--- config.mk ---
export PLATFORM = sky130hd
export DESIGN_NAME = stereo_downmix_gain_ramp_peak_meter
export DESIGN_NICKNAME = d
export VERILOG_FILES = /design/src/rtl/core/sdgr_pkg.sv /design/src/rtl/core/sdgr_mul.sv /design/src/rtl/core/sdgr_div.sv /design/src/rtl/core/sdgr_peak.sv /design/src/rtl/core/stereo_downmix_gain_ramp_peak_meter.sv
export SDC_FILE = /design/constraint.sdc
export NUM_CORES = 1
export LEC_CHECK = 0
export BUFFER_PORTS_ARGS = -buffer_cell sky130_fd_sc_hd__buf_2
export CORE_ASPECT_RATIO = 2
export CORE_MARGIN = 2
export CORE_UTILIZATION = 55
export DETAILED_ROUTE_END_ITERATION = 12
export HOLD_SLACK_MARGIN = 0.03
export PLACE_DENSITY = 0.76
export SYNTH_ARGS = -nofsm -noshare
export SYNTH_HDL_FRONTEND = slang
export SYNTH_SLANG_ARGS = --single-unit
--- constraint.sdc ---
create_clock -name clk -period 13.2 [get_ports clk]
set_input_delay 2.64 -clock clk [delete_from_list [all_inputs] [get_ports clk]]
set_output_delay 2.64 -clock clk [all_outputs]
set_load 0.01 [all_outputs]
--- src/rtl/core/sdgr_pkg.sv ---
// Shared types, constants and helpers for the downmix, gain ramp and peak meter block.
`timescale 1ns / 1ps

package sdgr_pkg;

	// Field widths
	localparam int SAMPLE_W = 16;
	localparam int GAIN_W   = 15;
	localparam int LEN_W    = 9;
	localparam int PEAK_W   = 15;
	localparam int ACC_W    = 32;
	localparam int FRAC_W   = 16;
	localparam int N_PEAKS  = 5;

	// Serial unit lengths
	localparam int MUL_STEPS = GAIN_W;
	localparam int DIV_W     = GAIN_W + FRAC_W;
	localparam int DIV_STEPS = DIV_W;
	localparam int MUL_CNT_W = $clog2(MUL_STEPS);
	localparam int DIV_CNT_W = $clog2(DIV_STEPS);
	localparam int PROD_W    = SAMPLE_W + GAIN_W;

	// Block length limits
	localparam logic [LEN_W-1:0] BLOCK_MAX = 9'd256;
	localparam logic [LEN_W-1:0] BLOCK_MIN = 9'd1;

	// Saturation limits
	localparam logic [PEAK_W-1:0]       PEAK_SAT = 15'h7FFF;
	localparam logic signed [SAMPLE_W:0] OUT_MAX = 17'sd32767;
	localparam logic signed [SAMPLE_W:0] OUT_MIN = -17'sd32768;

	// Configuration port
	localparam int ADDR_W = 3;
	localparam int APB_W  = 32;
	localparam logic REG_SEL_USER_GAIN = 1'b0;
	localparam logic REG_SEL_MUSIC_ON  = 1'b1;

	// Peak slots
	localparam int PK_MONO  = 0;
	localparam int PK_LEFT  = 1;
	localparam int PK_RIGHT = 2;
	localparam int PK_MIC1  = 3;
	localparam int PK_MIC2  = 4;

	typedef struct packed {
		logic signed [SAMPLE_W-1:0] left_pcm;
		logic signed [SAMPLE_W-1:0] right_pcm;
		logic signed [SAMPLE_W-1:0] mic1_sample;
		logic signed [SAMPLE_W-1:0] mic2_pcm;
		logic [LEN_W-1:0]           block_length;
	} frame_t;

	typedef struct packed {
		logic signed [SAMPLE_W-1:0] out_sample;
		logic                       block_end;
		logic [PEAK_W-1:0]          peak_mono;
		logic [PEAK_W-1:0]          peak_left;
		logic [PEAK_W-1:0]          peak_right;
		logic [PEAK_W-1:0]          peak_mic1;
		logic [PEAK_W-1:0]          peak_mic2;
	} result_t;

	typedef logic [N_PEAKS-1:0][SAMPLE_W-1:0] mag_vec_t;
	typedef logic [N_PEAKS-1:0][PEAK_W-1:0]   peak_vec_t;

	typedef enum logic [2:0] {
		ST_IDLE,
		ST_START,
		ST_RUN,
		ST_UPDATE,
		ST_EMIT
	} state_t;

	// Magnitude of a signed sample; the most negative value maps to 32768
	function automatic logic [SAMPLE_W-1:0] mag16(input logic signed [SAMPLE_W-1:0] x);
		logic [SAMPLE_W-1:0] u;
		u = x;
		return x[SAMPLE_W-1] ? (~u + 16'd1) : u;
	endfunction

endpackage

--- src/rtl/core/sdgr_mul.sv ---
// Bit-serial shift-add multiplier: unsigned magnitude times Q15 gain.
`timescale 1ns / 1ps

module sdgr_mul (
	input  logic                          clk,
	input  logic                          arst_n,
	input  logic                          start,
	input  logic [sdgr_pkg::SAMPLE_W-1:0] mcand,
	input  logic [sdgr_pkg::GAIN_W-1:0]   mplier,
	output logic                          busy,
	output logic [sdgr_pkg::PROD_W-1:0]   product
);
	import sdgr_pkg::*;

	logic [PROD_W-1:0]    p_q;
	logic [SAMPLE_W-1:0]  mc_q;
	logic [MUL_CNT_W-1:0] cnt_q;
	logic                 busy_q;
	logic [SAMPLE_W:0]    sum;

	// Add the multiplicand into the upper half when the low bit is set
	always_comb begin
		sum = {1'b0, p_q[PROD_W-1:GAIN_W]} + (p_q[0] ? {1'b0, mc_q} : '0);
	end

	// Control: count one multiplier bit per cycle
	always_ff @(posedge clk or negedge arst_n) begin
		if (!arst_n) begin
			busy_q <= 1'b0;
			cnt_q  <= '0;
		end else if (start) begin
			busy_q <= 1'b1;
			cnt_q  <= '0;
		end else if (busy_q) begin
			cnt_q <= cnt_q + 1'b1;
			if (cnt_q == MUL_CNT_W'(MUL_STEPS - 1)) begin
				busy_q <= 1'b0;
			end
		end
	end

	// Datapath: load operands, then shift right with partial sums
	always_ff @(posedge clk) begin
		if (start) begin
			mc_q <= mcand;
			p_q  <= {{SAMPLE_W{1'b0}}, mplier};
		end else if (busy_q) begin
			p_q <= {sum, p_q[GAIN_W-1:1]};
		end
	end

	assign busy    = busy_q;
	assign product = p_q;

endmodule

--- src/rtl/core/sdgr_div.sv ---
// Bit-serial restoring divider for the ramp step, with sign applied at the end.
`timescale 1ns / 1ps

module sdgr_div (
	input  logic                              clk,
	input  logic                              arst_n,
	input  logic                              start,
	input  logic                              neg,
	input  logic [sdgr_pkg::DIV_W-1:0]        dividend,
	input  logic [sdgr_pkg::LEN_W-1:0]        divisor,
	output logic                              busy,
	output logic signed [sdgr_pkg::ACC_W-1:0] quotient
);
	import sdgr_pkg::*;

	logic [LEN_W-1:0]      rem_q;
	logic [DIV_W-1:0]      quo_q;
	logic [LEN_W-1:0]      dvs_q;
	logic                  neg_q;
	logic [DIV_CNT_W-1:0]  cnt_q;
	logic                  run_q;
	logic                  fix_q;
	logic signed [ACC_W-1:0] quot_q;
	logic [LEN_W:0]        trial;
	logic [LEN_W:0]        diff;
	logic                  ge;

	// One quotient bit per cycle
	always_comb begin
		trial = {rem_q, quo_q[DIV_W-1]};
		diff  = trial - {1'b0, dvs_q};
		ge    = (trial >= {1'b0, dvs_q});
	end

	// Control: iterate over the quotient bits, then apply the sign
	always_ff @(posedge clk or negedge arst_n) begin
		if (!arst_n) begin
			run_q <= 1'b0;
			fix_q <= 1'b0;
			cnt_q <= '0;
		end else if (start) begin
			run_q <= 1'b1;
			fix_q <= 1'b0;
			cnt_q <= '0;
		end else if (run_q) begin
			cnt_q <= cnt_q + 1'b1;
			if (cnt_q == DIV_CNT_W'(DIV_STEPS - 1)) begin
				run_q <= 1'b0;
				fix_q <= 1'b1;
			end
		end else begin
			fix_q <= 1'b0;
		end
	end

	// Datapath: partial remainder and quotient shift together
	always_ff @(posedge clk) begin
		if (start) begin
			rem_q <= '0;
			quo_q <= dividend;
			dvs_q <= divisor;
			neg_q <= neg;
		end else if (run_q) begin
			rem_q <= ge ? diff[LEN_W-1:0] : trial[LEN_W-1:0];
			quo_q <= {quo_q[DIV_W-2:0], ge};
		end else if (fix_q) begin
			quot_q <= neg_q ? -$signed({1'b0, quo_q}) : $signed({1'b0, quo_q});
		end
	end

	assign busy     = run_q | fix_q;
	assign quotient = quot_q;

endmodule

--- src/rtl/core/sdgr_peak.sv ---
// Five-channel peak magnitude meter with saturation to the peak field width.
`timescale 1ns / 1ps

module sdgr_peak (
	input  logic                 clk,
	input  logic                 arst_n,
	input  logic                 en,
	input  logic                 clr,
	input  sdgr_pkg::mag_vec_t   mags,
	output sdgr_pkg::peak_vec_t  peaks
);
	import sdgr_pkg::*;

	peak_vec_t pk_q;
	peak_vec_t pk_nxt;
	peak_vec_t sat;

	// Saturate each magnitude, then keep the larger or restart on a new block
	always_comb begin
		for (int k = 0; k < N_PEAKS; k++) begin
			sat[k]    = mags[k][SAMPLE_W-1] ? PEAK_SAT : mags[k][PEAK_W-1:0];
			pk_nxt[k] = (clr || (sat[k] > pk_q[k])) ? sat[k] : pk_q[k];
		end
	end

	always_ff @(posedge clk or negedge arst_n) begin
		if (!arst_n) begin
			pk_q <= '0;
		end else if (en) begin
			pk_q <= pk_nxt;
		end
	end

	assign peaks = pk_q;

endmodule

--- src/rtl/core/stereo_downmix_gain_ramp_peak_meter.sv ---
// Top level: frame control, gain ramp state, configuration registers and result register.
// Frame processing time is set by the 15-step serial multiplier and, on a block's first frame,
//   by the 31-step serial divider plus its sign step.
// A new frame is taken as soon as the previous result sits in the output register.
// Reset clears the gain ramp, block counter, peaks and registers; the first frame starts a block.
`timescale 1ns / 1ps

module stereo_downmix_gain_ramp_peak_meter (
	input  logic                        clk,
	input  logic                        arst_n,
	input  logic                        psel,
	input  logic                        penable,
	input  logic                        pwrite,
	input  logic [sdgr_pkg::ADDR_W-1:0] paddr,
	input  logic [sdgr_pkg::APB_W-1:0]  pwdata,
	output logic [sdgr_pkg::APB_W-1:0]  prdata,
	output logic                        pready,
	input  logic                        frame_valid,
	output logic                        frame_stall,
	input  sdgr_pkg::frame_t            frame,
	output logic                        result_valid,
	input  logic                        result_stall,
	output sdgr_pkg::result_t           result
);
	import sdgr_pkg::*;

	state_t state_q;
	state_t state_nxt;

	logic [GAIN_W-1:0]       user_gain_q;
	logic                    music_on_q;
	logic [GAIN_W-1:0]       applied_gain_q;
	logic signed [ACC_W-1:0] acc_q;
	logic signed [ACC_W-1:0] inc_q;
	logic [LEN_W-1:0]        frames_left_q;
	logic                    blk_start_q;
	logic                    last_q;
	logic                    div_neg_q;
	logic [GAIN_W-1:0]       div_mag_q;
	frame_t                  frame_q;
	logic signed [SAMPLE_W-1:0] out_sample_q;
	result_t                 result_q;
	logic                    result_valid_q;

	logic                    accept;
	logic                    cfg_wr;
	logic                    mul_start;
	logic                    div_start;
	logic                    peak_en;
	logic                    emit_load;
	logic                    mul_busy;
	logic                    div_busy;
	logic [PROD_W-1:0]       product;
	logic signed [ACC_W-1:0] div_quot;
	peak_vec_t               peaks;
	mag_vec_t                mags;

	logic [LEN_W-1:0]        len_clamp;
	logic [GAIN_W-1:0]       target;
	logic signed [GAIN_W:0]  gain_diff;
	logic signed [SAMPLE_W:0] lr_sum;
	logic signed [SAMPLE_W:0] lr_adj;
	logic signed [SAMPLE_W-1:0] mono;
	logic [SAMPLE_W-1:0]     mono_mag;
	logic [SAMPLE_W-1:0]     o_mag;
	logic signed [SAMPLE_W:0] o_full;
	logic signed [SAMPLE_W-1:0] o_sat;
	logic signed [ACC_W-1:0] inc_now;

	assign accept = frame_valid && !frame_stall;
	assign cfg_wr = psel && penable && pwrite && pready;

	// Configuration registers
	always_ff @(posedge clk or negedge arst_n) begin
		if (!arst_n) begin
			user_gain_q <= '0;
			music_on_q  <= 1'b0;
		end else if (cfg_wr) begin
			case (paddr[2])
				REG_SEL_USER_GAIN: user_gain_q <= pwdata[GAIN_W-1:0];
				REG_SEL_MUSIC_ON:  music_on_q  <= pwdata[0];
				default:           user_gain_q <= user_gain_q;
			endcase
		end
	end

	assign pready = 1'b1;
	assign prdata = (paddr[2] == REG_SEL_MUSIC_ON) ? {{(APB_W-1){1'b0}}, music_on_q}
	                                               : {{(APB_W-GAIN_W){1'b0}}, user_gain_q};

	// Block setup values, taken at a block's first frame
	always_comb begin
		if (frame.block_length > BLOCK_MAX) begin
			len_clamp = BLOCK_MAX;
		end else if (frame.block_length == '0) begin
			len_clamp = BLOCK_MIN;
		end else begin
			len_clamp = frame.block_length;
		end
		target    = music_on_q ? user_gain_q : '0;
		gain_diff = $signed({1'b0, target}) - $signed({1'b0, applied_gain_q});
	end

	// Mono downmix, halved with truncation toward zero
	always_comb begin
		lr_sum   = $signed({frame_q.left_pcm[SAMPLE_W-1], frame_q.left_pcm})
		         + $signed({frame_q.right_pcm[SAMPLE_W-1], frame_q.right_pcm});
		lr_adj   = lr_sum + $signed({{SAMPLE_W{1'b0}}, lr_sum[SAMPLE_W]});
		mono     = lr_adj[SAMPLE_W:1];
		mono_mag = mag16(mono);
	end

	// Scaled output: drop the Q15 fraction of the magnitude, restore sign, saturate
	always_comb begin
		o_mag  = product[PROD_W-1:GAIN_W];
		o_full = mono[SAMPLE_W-1] ? -$signed({1'b0, o_mag}) : $signed({1'b0, o_mag});
		if (o_full > OUT_MAX) begin
			o_sat = OUT_MAX[SAMPLE_W-1:0];
		end else if (o_full < OUT_MIN) begin
			o_sat = OUT_MIN[SAMPLE_W-1:0];
		end else begin
			o_sat = o_full[SAMPLE_W-1:0];
		end
		inc_now = blk_start_q ? div_quot : inc_q;
	end

	// Magnitudes for the peak meter
	always_comb begin
		mags[PK_MONO]  = mono_mag;
		mags[PK_LEFT]  = mag16(frame_q.left_pcm);
		mags[PK_RIGHT] = mag16(frame_q.right_pcm);
		mags[PK_MIC1]  = mag16(frame_q.mic1_sample);
		mags[PK_MIC2]  = mag16(frame_q.mic2_pcm);
	end

	// Next state
	always_comb begin
		state_nxt = state_q;
		case (state_q)
			ST_IDLE:   if (frame_valid) state_nxt = ST_START;
			ST_START:  state_nxt = ST_RUN;
			ST_RUN:    if (!mul_busy && !div_busy) state_nxt = ST_UPDATE;
			ST_UPDATE: state_nxt = ST_EMIT;
			ST_EMIT:   if (!result_valid_q || !result_stall) state_nxt = ST_IDLE;
			default:   state_nxt = ST_IDLE;
		endcase
	end

	// State outputs
	always_comb begin
		frame_stall = (state_q != ST_IDLE);
		mul_start   = (state_q == ST_START);
		div_start   = (state_q == ST_START) && blk_start_q;
		peak_en     = (state_q == ST_UPDATE);
		emit_load   = (state_q == ST_EMIT) && (!result_valid_q || !result_stall);
	end

	always_ff @(posedge clk or negedge arst_n) begin
		if (!arst_n) begin
			state_q <= ST_IDLE;
		end else begin
			state_q <= state_nxt;
		end
	end

	// Gain ramp and block state
	always_ff @(posedge clk or negedge arst_n) begin
		if (!arst_n) begin
			applied_gain_q <= '0;
			acc_q          <= '0;
			inc_q          <= '0;
			frames_left_q  <= '0;
			blk_start_q    <= 1'b0;
			last_q         <= 1'b0;
		end else if (accept) begin
			blk_start_q <= (frames_left_q == '0);
			if (frames_left_q == '0) begin
				acc_q          <= $signed({1'b0, applied_gain_q, {FRAC_W{1'b0}}});
				applied_gain_q <= target;
				frames_left_q  <= len_clamp;
			end
		end else if (state_q == ST_UPDATE) begin
			acc_q         <= acc_q + inc_now;
			inc_q         <= inc_now;
			frames_left_q <= frames_left_q - 1'b1;
			last_q        <= (frames_left_q == BLOCK_MIN);
		end
	end

	// Hold frame and divider operands
	always_ff @(posedge clk) begin
		if (accept) begin
			frame_q <= frame;
			if (frames_left_q == '0) begin
				div_neg_q <= gain_diff[GAIN_W];
				div_mag_q <= gain_diff[GAIN_W] ? GAIN_W'(-gain_diff) : gain_diff[GAIN_W-1:0];
			end
		end
		if (state_q == ST_UPDATE) begin
			out_sample_q <= o_sat;
		end
	end

	// Output register
	always_ff @(posedge clk or negedge arst_n) begin
		if (!arst_n) begin
			result_valid_q <= 1'b0;
		end else if (emit_load) begin
			result_valid_q <= 1'b1;
		end else if (!result_stall) begin
			result_valid_q <= 1'b0;
		end
	end

	always_ff @(posedge clk) begin
		if (emit_load) begin
			result_q.out_sample <= out_sample_q;
			result_q.block_end  <= last_q;
			result_q.peak_mono  <= last_q ? peaks[PK_MONO]  : '0;
			result_q.peak_left  <= last_q ? peaks[PK_LEFT]  : '0;
			result_q.peak_right <= last_q ? peaks[PK_RIGHT] : '0;
			result_q.peak_mic1  <= last_q ? peaks[PK_MIC1]  : '0;
			result_q.peak_mic2  <= last_q ? peaks[PK_MIC2]  : '0;
		end
	end

	assign result_valid = result_valid_q;
	assign result       = result_q;

	sdgr_mul u_mul (
		.clk     (clk),
		.arst_n  (arst_n),
		.start   (mul_start),
		.mcand   (mono_mag),
		.mplier  (acc_q[ACC_W-2:FRAC_W]),
		.busy    (mul_busy),
		.product (product)
	);

	sdgr_div u_div (
		.clk      (clk),
		.arst_n   (arst_n),
		.start    (div_start),
		.neg      (div_neg_q),
		.dividend ({div_mag_q, {FRAC_W{1'b0}}}),
		.divisor  (frames_left_q),
		.busy     (div_busy),
		.quotient (div_quot)
	);

	sdgr_peak u_peak (
		.clk    (clk),
		.arst_n (arst_n),
		.en     (peak_en),
		.clr    (blk_start_q),
		.mags   (mags),
		.peaks  (peaks)
	);

endmodule

==> flow_summary.toml, run 1 <==
[outcome]
status = "finished, final reports clean"

[route]
routed_via_density = 5.82
wl_mm = 68.0
post-route-drc-count = 0
wl_met2_mm = 38.1
dr.pass1.iters = 8
drtAntennaViolNets = 0
vias = 21321
wl_per_cell_microns = 18.6
top_layer = "met4"
dr_wl_met3_mm = 2.82
drt_iter0_drc = 1287
m1WireLength_mm = 24.0

[clock_network]
max-clock-path-buffers = 3
cts_tree = "done"
path_clk_slew_ns = 0.06
cts_setup_buffers = 0
cts_root_buffer = "clkbuf_16"
cts_buffers = 46
htreeDepth = 2
post_cts_resize_count = 0
cts_sinks = 511
insertion_delay_ns = 0.59
cts_hold_buf = 0

[die]
initial_core_util_pct = 55.7
die_y_microns = 328
die_w_microns = 166
core.rowCount = 118
io_pins = 242
core_area_sq_um = 51800
dieArea_sq_um = 54500

[power]
p_seq_share_pct = 35.8
leakage_nw = 14.0
power_switching_w = 0.00289
comb_power_share_pct = 44.5
p_per_area_nw_per_um2 = 231
p_int_w = 0.00451
switching_share_pct = 39.1
pwr-share-clk_pct = 19.7
vdd_drop_max_mv = 0.164
totalPowerFinal_w = 0.00740

[worst_setup_path]
r2r_end = "u_peak.peaks[12]$_DFFE_PN0P_"
worstSetupPathType = "reg2reg"
worstPathArrival_ns = 8.58
start_kind = "register"
worst_setup_path_end_kind = "register"
rr_startpoint = "frame_q[46]$_DFFE_PP_"
r2r_cells = 29
path_common_cell = "o21a_1"
cpMaxStageDelayCell = "and2_1"
slowest_delay_ns = 0.68
reg2reg_setup_slack_ns = 5.09
crit_required_ns = 13.66
cp_max_fo = 18

[yosys]
synth_area_sq_um = 28900
yosys_most_used_dff = "edfxtp_1"
yosysWarnings = 0
synth_top_area_cell = "edfxtp_1"
synth_area_per_cell_sq_um = 10.4
synth_top_area_share_pct = 28.6
synthArstFlopShare_pct = 38.2
ys_seq_elements = 511
syn_inst = 2790
synth_cell_types = 84
synth_edf_count = 275
ys_seq_area_share_pct = 48.3
synth.area.top_cells = "edfxtp_1, dfrtp_1, ha_1"

[placed_design]
port-buffer-count = 204
dp.cells = 3575
dpl_cell_area_sq_um = 30500
hpwl_mm = 50.1
gp_congestion = 0.934

[cells_and_area]
syn2layout_area_growth_pct = 11.2
final_area_sq_um = 32100
finalNetCount = 3259
final_util_pct = 61.9
instances_no_fill = 3663
drive_above_1_share_pct = 15.8

[sta]
setup_tns_ns = 0
tightestPinTransition_ns = 1.28
fmax_mhz = 123
min_period_ns = 8.11
setup_viol = 0
skew_ns = 0.0331
finalHoldViolations = 0
finalMaxSlewViolations = 0
rsz0062_at_grt = "no"
period_share_pct = 61.5
max-slew-margin-rel_pct = 14.5

[global_routing]
grt_antenna_before_repair = 1
grt_pass1_vias = 22024
track_usage_pct = 24.8
grt_max_degree = 101
grt-ovfl-total = 0
grt_pass1_wl_mm = 110

[min_path]
hold_class = "reg2reg"
hp-start = "out_sample_q[13]$_SDFFCE_PN1P_"
min_path_cells = 0
min_to = "result[89]$_DFFE_PP_"

[run]
drv_cap = 0
==> how the worst max path moves through the flow <==
stage	start	to	slack (ns)	depth (start not counted)
detailed placement	frame_q[46]$_DFFE_PP_	u_peak.peaks[9]$_DFFE_PN0P_	5.18	29
global placement	frame_q[46]$_DFFE_PP_	u_peak.peaks[10]$_DFFE_PN0P_	5.30	29
global route	frame_q[46]$_DFFE_PP_	u_peak.peaks[9]$_DFFE_PN0P_	4.55	29
finish	frame_q[46]$_DFFE_PP_	u_peak.peaks[12]$_DFFE_PN0P_	5.09	29
CTS	frame_q[46]$_DFFE_PP_	u_peak.peaks[9]$_DFFE_PN0P_	5.13	29
floorplan	result_stall	result[0]$_SDFFCE_PN0P_	5.52	1
==> critical path: cells and delay by family, from the launching register on <==
family	cells	cell delay, ns
mux	2	0.78
buf+inv	1	0.27
simple gates	9	2.72
flops	1	0.49
compound gates	14	2.77
fa+ha+maj	3	0.94
==> final cells by class <==
cell class	instances	area, sq um
Clock inverter	29	403
Clock buffer	55	1220
Tap cell	660	826
Timing Repair Buffer	226	1190
Multi-Input combinational cell	2013	13900
Antenna cell	4	10.0
Fill cell	4075	19700
Inverter	165	621
Sequential cell	511	14000
==> cells in the final DEF (no fill, tap or decap), drive strengths merged, types with 25 or more instances in the layout <==
master / n
nand2b: 34
or3: 37
dfxtp: 41
edfxtp: 275
nor3: 44
mux2i: 39
nand2: 334
clkbuf: 56
and2: 112
o21a: 41
nand3: 67
a21oi: 113
nor2b: 44
o31ai: 28
o21ai: 163
dfrtp: 195
inv: 166
buf: 225
xnor2: 98
nor2: 149
xor2: 86
a211oi: 25
mux2: 133
a21o: 36
ha: 176
a31oi: 31
==> cells by family after synthesis <==
group / after synthesis / share of synthesized area [%]
muxes: 172 / 6.54
buffers and inverters: 282 / 3.96
and+or+nand+nor: 930 / 15.9
DFF: 511 / 48.3
adders and majority gates: 182 / 8.01
AOI/OAI and AO/OA: 527 / 11.6
other: 2 / 0.0260
xor gates and xnor gates: 184 / 5.58
==> layer usage <==
| layer | global-route usage (%) | vias to the layer above |
|---|---|---|
| met4 | 11.7 | 0 |
| met2 | 49.8 | 646 |
| li1 | - | 10200 |
| met5 | 0 | - |
| met3 | 2.89 | 175 |
| met1 | 24.9 | 10300 |
==> power groups by stage <==
stage | Combinational [W] | Clock, W | Sequential, W
final | 0.00329 | 0.00146 | 0.00265
after global routing | 0.00368 | 0.00154 | 0.00271
after CTS | 0.00328 | 0.00149 | 0.00265
after detailed placement | 0.00325 | 0 | 0.00268
after global placement | 0.00310 | 0 | 0.00265
after floorplan | 0.00251 | 0 | 0.00255
==> cell usage after synthesis, drive strengths merged (8+ instances only) <==
master and n:
dfrtp 195, nor2b 44, nand2 334, ha 176, nand2b 34, dfxtp 41, xnor2 98, mux2 133
a31oi 31, xor2 86, mux2i 39, o31ai 28, o21ai 163, o21a 41, edfxtp 275, nor4 15
o211ai 16, or3 37, a21oi 113, and3 11, and2 112, or4 21, nand4 23, nor2 149
or2 11, a21o 36, clkbuf 80, a211oi 25, buf 37, nand3 67, o21bai 11, inv 163
o41ai 8, nor3 44
==> flip-flops by register name, summed over array words and instances (netlist names), 3 cells and up <==
| register | cells |
|---|---|
| result | 92 |
| u_peak.peaks | 75 |
| frame_q | 64 |
| acc_q | 31 |
| inc_q | 31 |
| u_div.quo_q | 31 |
| u_div.quotient | 31 |
| u_mul.product | 31 |
| out_sample_q | 16 |
| u_mul.mc_q | 16 |
| applied_gain_q | 15 |
| div_mag_q | 15 |
| user_gain_q | 15 |
| frames_left_q | 9 |
| u_div.dvs_q | 9 |
| u_div.rem_q | 9 |
| u_div.cnt_q | 5 |
| u_mul.cnt_q | 4 |
| state_q | 3 |
==> through the flow <==
step,hold slack (ns),setup slack (ns)
floorplan,0.400,5.52
global placement,0.402,5.30
detailed placement,0.405,5.18
CTS,0.420,5.13
global route,0.429,4.55
finish,0.420,5.09
Power figures use the tool's default switching activity.
==> inputs of run 2 (changes only) <==
PLACE_DENSITY = 0.79   (was 0.76)
clock period = 6.6 ns   (was 13.2 ns; I/O delays follow)
==> run 2 against run 1 <==
First-iteration DRC count increased by 1.2%; utilization increased by 0.87 points; global-route usage increased by 0.76 points; total power increased by 100%; via count increased by 2.0%; cell area increased by 1.4%; clock-buffer cell count increased by 9; final cell count increased by 1.3%; register-to-register slack got worse by 5.0 ns; flip-flop and latch count unchanged; critical path depth decreased by 2; critical path type unchanged; largest power group unchanged; highest routed layer unchanged.
==> flow_summary.toml, run 2 (synthesis gave the netlist of run 1 again) <==
[outcome]
status = "finished, final reports clean"

[global_routing]
grt_pass1_vias = 22594
grt-ovfl-total = 0
grt_pass1_wl_mm = 112
grt_antenna_before_repair = 2
grt_max_degree = 101
track_usage_pct = 25.5

[worst_setup_path]
cp.depth = 27
worstPathArrival_ns = 7.00
cp-endpoint = "u_peak.peaks[2]$_DFFE_PN0P_"
start_kind = "register"
critPathBufInv = 1
critPathTopFamily = "compound AO/OA/AOI/OAI gates"
path_common_cell = "o21a_1"
r2r_cells = 27
reg2reg_setup_slack_ns = 0.06
rr_startpoint = "frame_q[54]$_DFFE_PP_"
worst_setup_path_end_kind = "register"
worstSetupPathType = "reg2reg"
crit_required_ns = 7.06
r2r_end = "u_peak.peaks[2]$_DFFE_PN0P_"
slowest_delay_ns = 0.62
worstSetupStartpoint = "frame_q[54]$_DFFE_PP_"
cp_max_fo = 8
cpMaxStageDelayCell = "a2111oi_1"

[route]
wl_mm = 70.5
drt_iter0_drc = 1302
wl_per_cell_microns = 19.0
dr.pass1.iters = 5
drtAntennaViolNets = 0
routed_via_density = 5.86
post-route-drc-count = 0
vias = 21747

[clock_network]
cts_sinks = 511
htreeDepth = 2
cts_tree = "done"
insertion_delay_ns = 0.59
cts_hold_buf = 0
path_clk_slew_ns = 0.06
cts_root_buffer = "clkbuf_16"
cts_buffers = 48
max-clock-path-buffers = 3

[die]
core.rowCount = 118
io_pins = 242
core_area_sq_um = 51800
die_w_microns = 166
die_y_microns = 328
dieArea_sq_um = 54500
initial_core_util_pct = 55.7

[power]
p_per_area_nw_per_um2 = 461
leakage_nw = 14.3
vdd_drop_max_mv = 0.328

[sta]
skew_ns = 0.0263
tightestPinTransition_ns = 1.11
rsz0062_at_grt = "yes"
setup_viol = 0
setup_tns_ns = 0
min_period_ns = 6.54
finalHoldViolations = 0
period_share_pct = 99.1
layout_setup_ws_ns = 0.0591
fmax_mhz = 153
finalMaxSlewViolations = 0
max-slew-margin-rel_pct = 26.2

[cells_and_area]
drive_above_1_share_pct = 17.6
fillCellCount = 4066
syn2layout_area_growth_pct = 12.7
largest_register_ffs = 92
finalNetCount = 3306
layout_commonest_cell = "nand2_1"
final_cell_mix = "nand2_1, edfxtp_1, buf_2"

[run]
drv_cap = 0

[placed_design]
dp_slack_ns = 0.0951
port-buffer-count = 204
gp_congestion = 0.913
hpwl_mm = 51.4

[min_path]
hold_class = "reg2reg"
min_path_cells = 0
## run 2: cell type report
type / instances / area, sq um / share of cell area (%)
multi-input cells: 2013 / 14000 / 43.0
flip-flops and latches: 511 / 14000 / 42.9
repair buffers: 271 / 1540 / 4.74
clock buffers: 64 / 1330 / 4.09
well taps: 660 / 826 / 2.54
inverters: 165 / 621 / 1.91
clock inverters: 26 / 260 / 0.800
diodes: 1 / 2.50 / 0.00769
## run 2: power by group
group          switching, W  total [W]  internal, W  leakage (nW)
combinational       0.00389    0.00685      0.00296          8.14
clock               0.00126    0.00285      0.00159         0.779
sequential         0.000777    0.00529      0.00452          5.33
total               0.00592     0.0150      0.00907          14.3
## run 2: worst register-to-register path, stage by stage (launching register included)
cell,delay [ns]
edfxtp_1,0.45
ha_1,0.38
a21o_1,0.20
a2111oi_1,0.62
o22a_1,0.27
and2_1,0.12
ha_2,0.18
o211a_1,0.18
nand2_2,0.10
nor2_4,0.19
nand4_1,0.14
or4_4,0.47
o21ai_1,0.21
and2_4,0.19
mux2_2,0.35
nand2b_4,0.16
ha_4,0.21
nor2b_1,0.13
o21a_1,0.17
o21a_1,0.16
o21a_1,0.17
o21a_1,0.17
o21a_1,0.17
o21bai_1,0.12
a21oi_1,0.08
o211ai_1,0.28
buf_4,0.23
mux2_2,0.35
## run 2: metal layers
metal | track usage (%) | vias to the layer above | wire [microns]
met1 | 25.0 | 10529 | 24500
li1 | - | 10312 | -
met4 | 12.6 | 0 | 3330
met5 | 0 | - | 0
met3 | 2.84 | 205 | 2860
met2 | 51.9 | 701 | 39800
## run 2: stage by stage
| step | hold slack [ns] | total power, W | instance area, sq um | cells | util [%] |
|---|---|---|---|---|---|
| final | 0.426 | 0.0150 | 32600 | 3711 | 62.8 |
| after global routing | 0.437 | 0.0160 | 32500 | 3710 | 62.8 |
| after CTS | 0.421 | 0.0149 | 32500 | 3705 | 62.6 |
| after detailed placement | 0.405 | 0.0120 | 30900 | 3615 | 59.5 |
| after global placement | 0.403 | 0.0117 | 30900 | 3615 | 59.5 |
| after floorplan | 0.400 | 0.0102 | 29000 | 2806 | - |
## run 2: how the worst min path moves through the flow
stage | endpoint | from | slack, ns
global placement | u_div.neg_q$_DFFE_PP_ | div_neg_q$_DFFE_PP_ | 0.40
global route | u_div.neg_q$_DFFE_PP_ | div_neg_q$_DFFE_PP_ | 0.44
finish | u_div.neg_q$_DFFE_PP_ | div_neg_q$_DFFE_PP_ | 0.43
detailed placement | result[77]$_DFFE_PP_ | out_sample_q[1]$_SDFFCE_PN1P_ | 0.41
CTS | u_div.neg_q$_DFFE_PP_ | div_neg_q$_DFFE_PP_ | 0.42
floorplan | result[76]$_DFFE_PP_ | out_sample_q[0]$_SDFFCE_PN1P_ | 0.40
## run 2: what timing repair did
item                       in CTS  in global routing
buffers inserted                0                  4
gates resized for setup         0                 13
setup endpoints to repair       0                 15
==> inputs of run 3 (changes only) <==
BUFFER_PORTS_ARGS = -buffer_cell sky130_fd_sc_hd__clkbuf_2   (was -buffer_cell sky130_fd_sc_hd__buf_2)
PLACE_DENSITY = 0.76   (was 0.79)
clock period = 8.4 ns   (was 6.6 ns; I/O delays follow)
==> run 3 against run 2 <==
Flip-flop and latch count unchanged; critical path depth up 3; maximum frequency down 16%; die area unchanged; non-clock buffer count down 42; sequential share of layout area up 0.52 points; clock power down 19%; final cell count down 1.2%; hold slack worse by 0.0081 ns; utilization down 0.76 points; sequential power down 21%.
==> flow_summary.toml, run 3 (synthesis gave the netlist of run 1 again) <==
[worst_setup_path]
slowest_delay_ns = 0.67
worstPathArrival_ns = 8.25
start_kind = "register"
path_common_cell = "o21a_1"
worst_setup_path_end_kind = "register"
worstSetupPathType = "reg2reg"
cp_max_fo = 18
crit_required_ns = 8.87
cpMaxStageDelayCell = "or4_4"

[sta]
setup_viol = 0
rsz0062_at_grt = "no"
period_share_pct = 92.7
fmax_mhz = 128
finalHoldViolations = 0
finalMaxSlewViolations = 0
max-slew-margin-rel_pct = 17.0
setup_tns_ns = 0
min_period_ns = 7.79
tightestPinTransition_ns = 1.24
skew_ns = 0.0252

[route]
post-route-drc-count = 0
vias = 21491
drt_iter0_drc = 1386
wl_mm = 68.3
drtAntennaViolNets = 0
wl_per_cell_microns = 18.6
dr.pass1.iters = 7
routed_via_density = 5.86

[clock_network]
post_cts_resize_count = 0
path_clk_slew_ns = 0.06
htreeDepth = 2
cts_sinks = 511
cts_tree = "done"
cts_hold_buf = 0
max-clock-path-buffers = 3
cts_buffers = 47
cts_setup_buffers = 0
cts_root_buffer = "clkbuf_16"
insertion_delay_ns = 0.60

[cells_and_area]
largest_register_ffs = 92
fillCellCount = 4092
diodes = 0
final_util_pct = 62.1
drive_above_1_share_pct = 15.9
multiInputGateArea_sq_um = 13900
final_cell_mix = "nand2_1, edfxtp_1, clkbuf_2"
finalNetCount = 3263
seq_area_sq_um = 14000
syn2layout_area_growth_pct = 11.4
layout_commonest_cell = "nand2_1"

[outcome]
status = "finished, final reports clean"

[die]
die_w_microns = 166
core.rowCount = 118
io_pins = 242
core_area_sq_um = 51800
dieArea_sq_um = 54500
die_y_microns = 328
initial_core_util_pct = 55.7

[placed_design]
hpwl_mm = 50.5
gp_congestion = 0.935
port-buffer-count = 204

[global_routing]
grt_max_degree = 78
grt_pass1_vias = 22289
grt_pass1_wl_mm = 110
track_usage_pct = 24.8
grt_antenna_before_repair = 0
grt-ovfl-total = 0

[run]
drv_cap = 0

[power]
p_per_area_nw_per_um2 = 362
leakage_nw = 14.0
vdd_drop_max_mv = 0.258

[min_path]
hold_class = "reg2reg"
## run 3: path summary, 6_finish.rpt
kind                                                 from                             end  slack, ns  depth (start not counted)
max                                 frame_q[46]$_DFFE_PP_     u_peak.peaks[4]$_DFFE_PN0P_       0.61                         30
min                        out_sample_q[13]$_SDFFCE_PN1P_            result[89]$_DFFE_PP_       0.42                          0
max reg2reg                         frame_q[46]$_DFFE_PP_     u_peak.peaks[4]$_DFFE_PN0P_       0.61                         30
min reg2reg                out_sample_q[13]$_SDFFCE_PN1P_            result[89]$_DFFE_PP_       0.42                          0
max in group asynchronous                          arst_n  applied_gain_q[11]$_DFFE_PN0P_       5.85                          2
min in group asynchronous                          arst_n    u_peak.peaks[42]$_DFFE_PN0P_       1.07                          1
## run 3: area by class of cell
cell class / count / share of cell area [%]
Sequential cell: 511 / 43.4
Multi-Input combinational cell: 2013 / 43.1
Clock buffer: 61 / 4.24
Timing Repair Buffer: 229 / 3.79
Tap cell: 660 / 2.57
Inverter: 165 / 1.93
Clock inverter: 27 / 0.969
## run 3: power breakdown
part | internal [W] | switching [W] | leakage [nW]
Clock | 0.00132 | 0.000993 | 0.804
Sequential | 0.00355 | 0.000609 | 5.33
Combinational | 0.00221 | 0.00297 | 7.90
Total | 0.00708 | 0.00457 | 14.0
## run 3: worst max-delay path: cells and delay by family, from the launching register on
| family | cells | cell delay (ns) |
|---|---|---|
| AND/OR/NAND/NOR | 11 | 3.25 |
| AO/OA/AOI/OAI | 13 | 2.25 |
| adder cells (fa/ha/maj) | 3 | 0.91 |
| flip-flops | 1 | 0.48 |
| buffers and inverters | 2 | 0.42 |
| multiplexers | 1 | 0.34 |
## run 3: layer usage
metal | GRT usage [%] | vias to the layer above | wire length [microns]
li1 | - | 10217 | -
met1 | 25.0 | 10476 | 24200
met2 | 49.6 | 598 | 37900
met3 | 2.71 | 200 | 2700
met4 | 12.7 | 0 | 3530
met5 | 0 | - | 0
## run 3: through the flow
| step | setup slack, ns | instance area [sq um] | power, W | std cells | hold WS [ns] |
|---|---|---|---|---|---|
| finish | 0.611 | 32200 | 0.0117 | 3666 | 0.418 |
| global route | 0.133 | 32200 | 0.0125 | 3666 | 0.440 |
| CTS | 0.674 | 32200 | 0.0117 | 3666 | 0.420 |
| detailed placement | 0.754 | 30500 | 0.00933 | 3578 | 0.405 |
| global placement | 0.923 | 30500 | 0.00906 | 3578 | 0.403 |
| floorplan | 1.32 | 28900 | 0.00795 | 2806 | 0.400 |
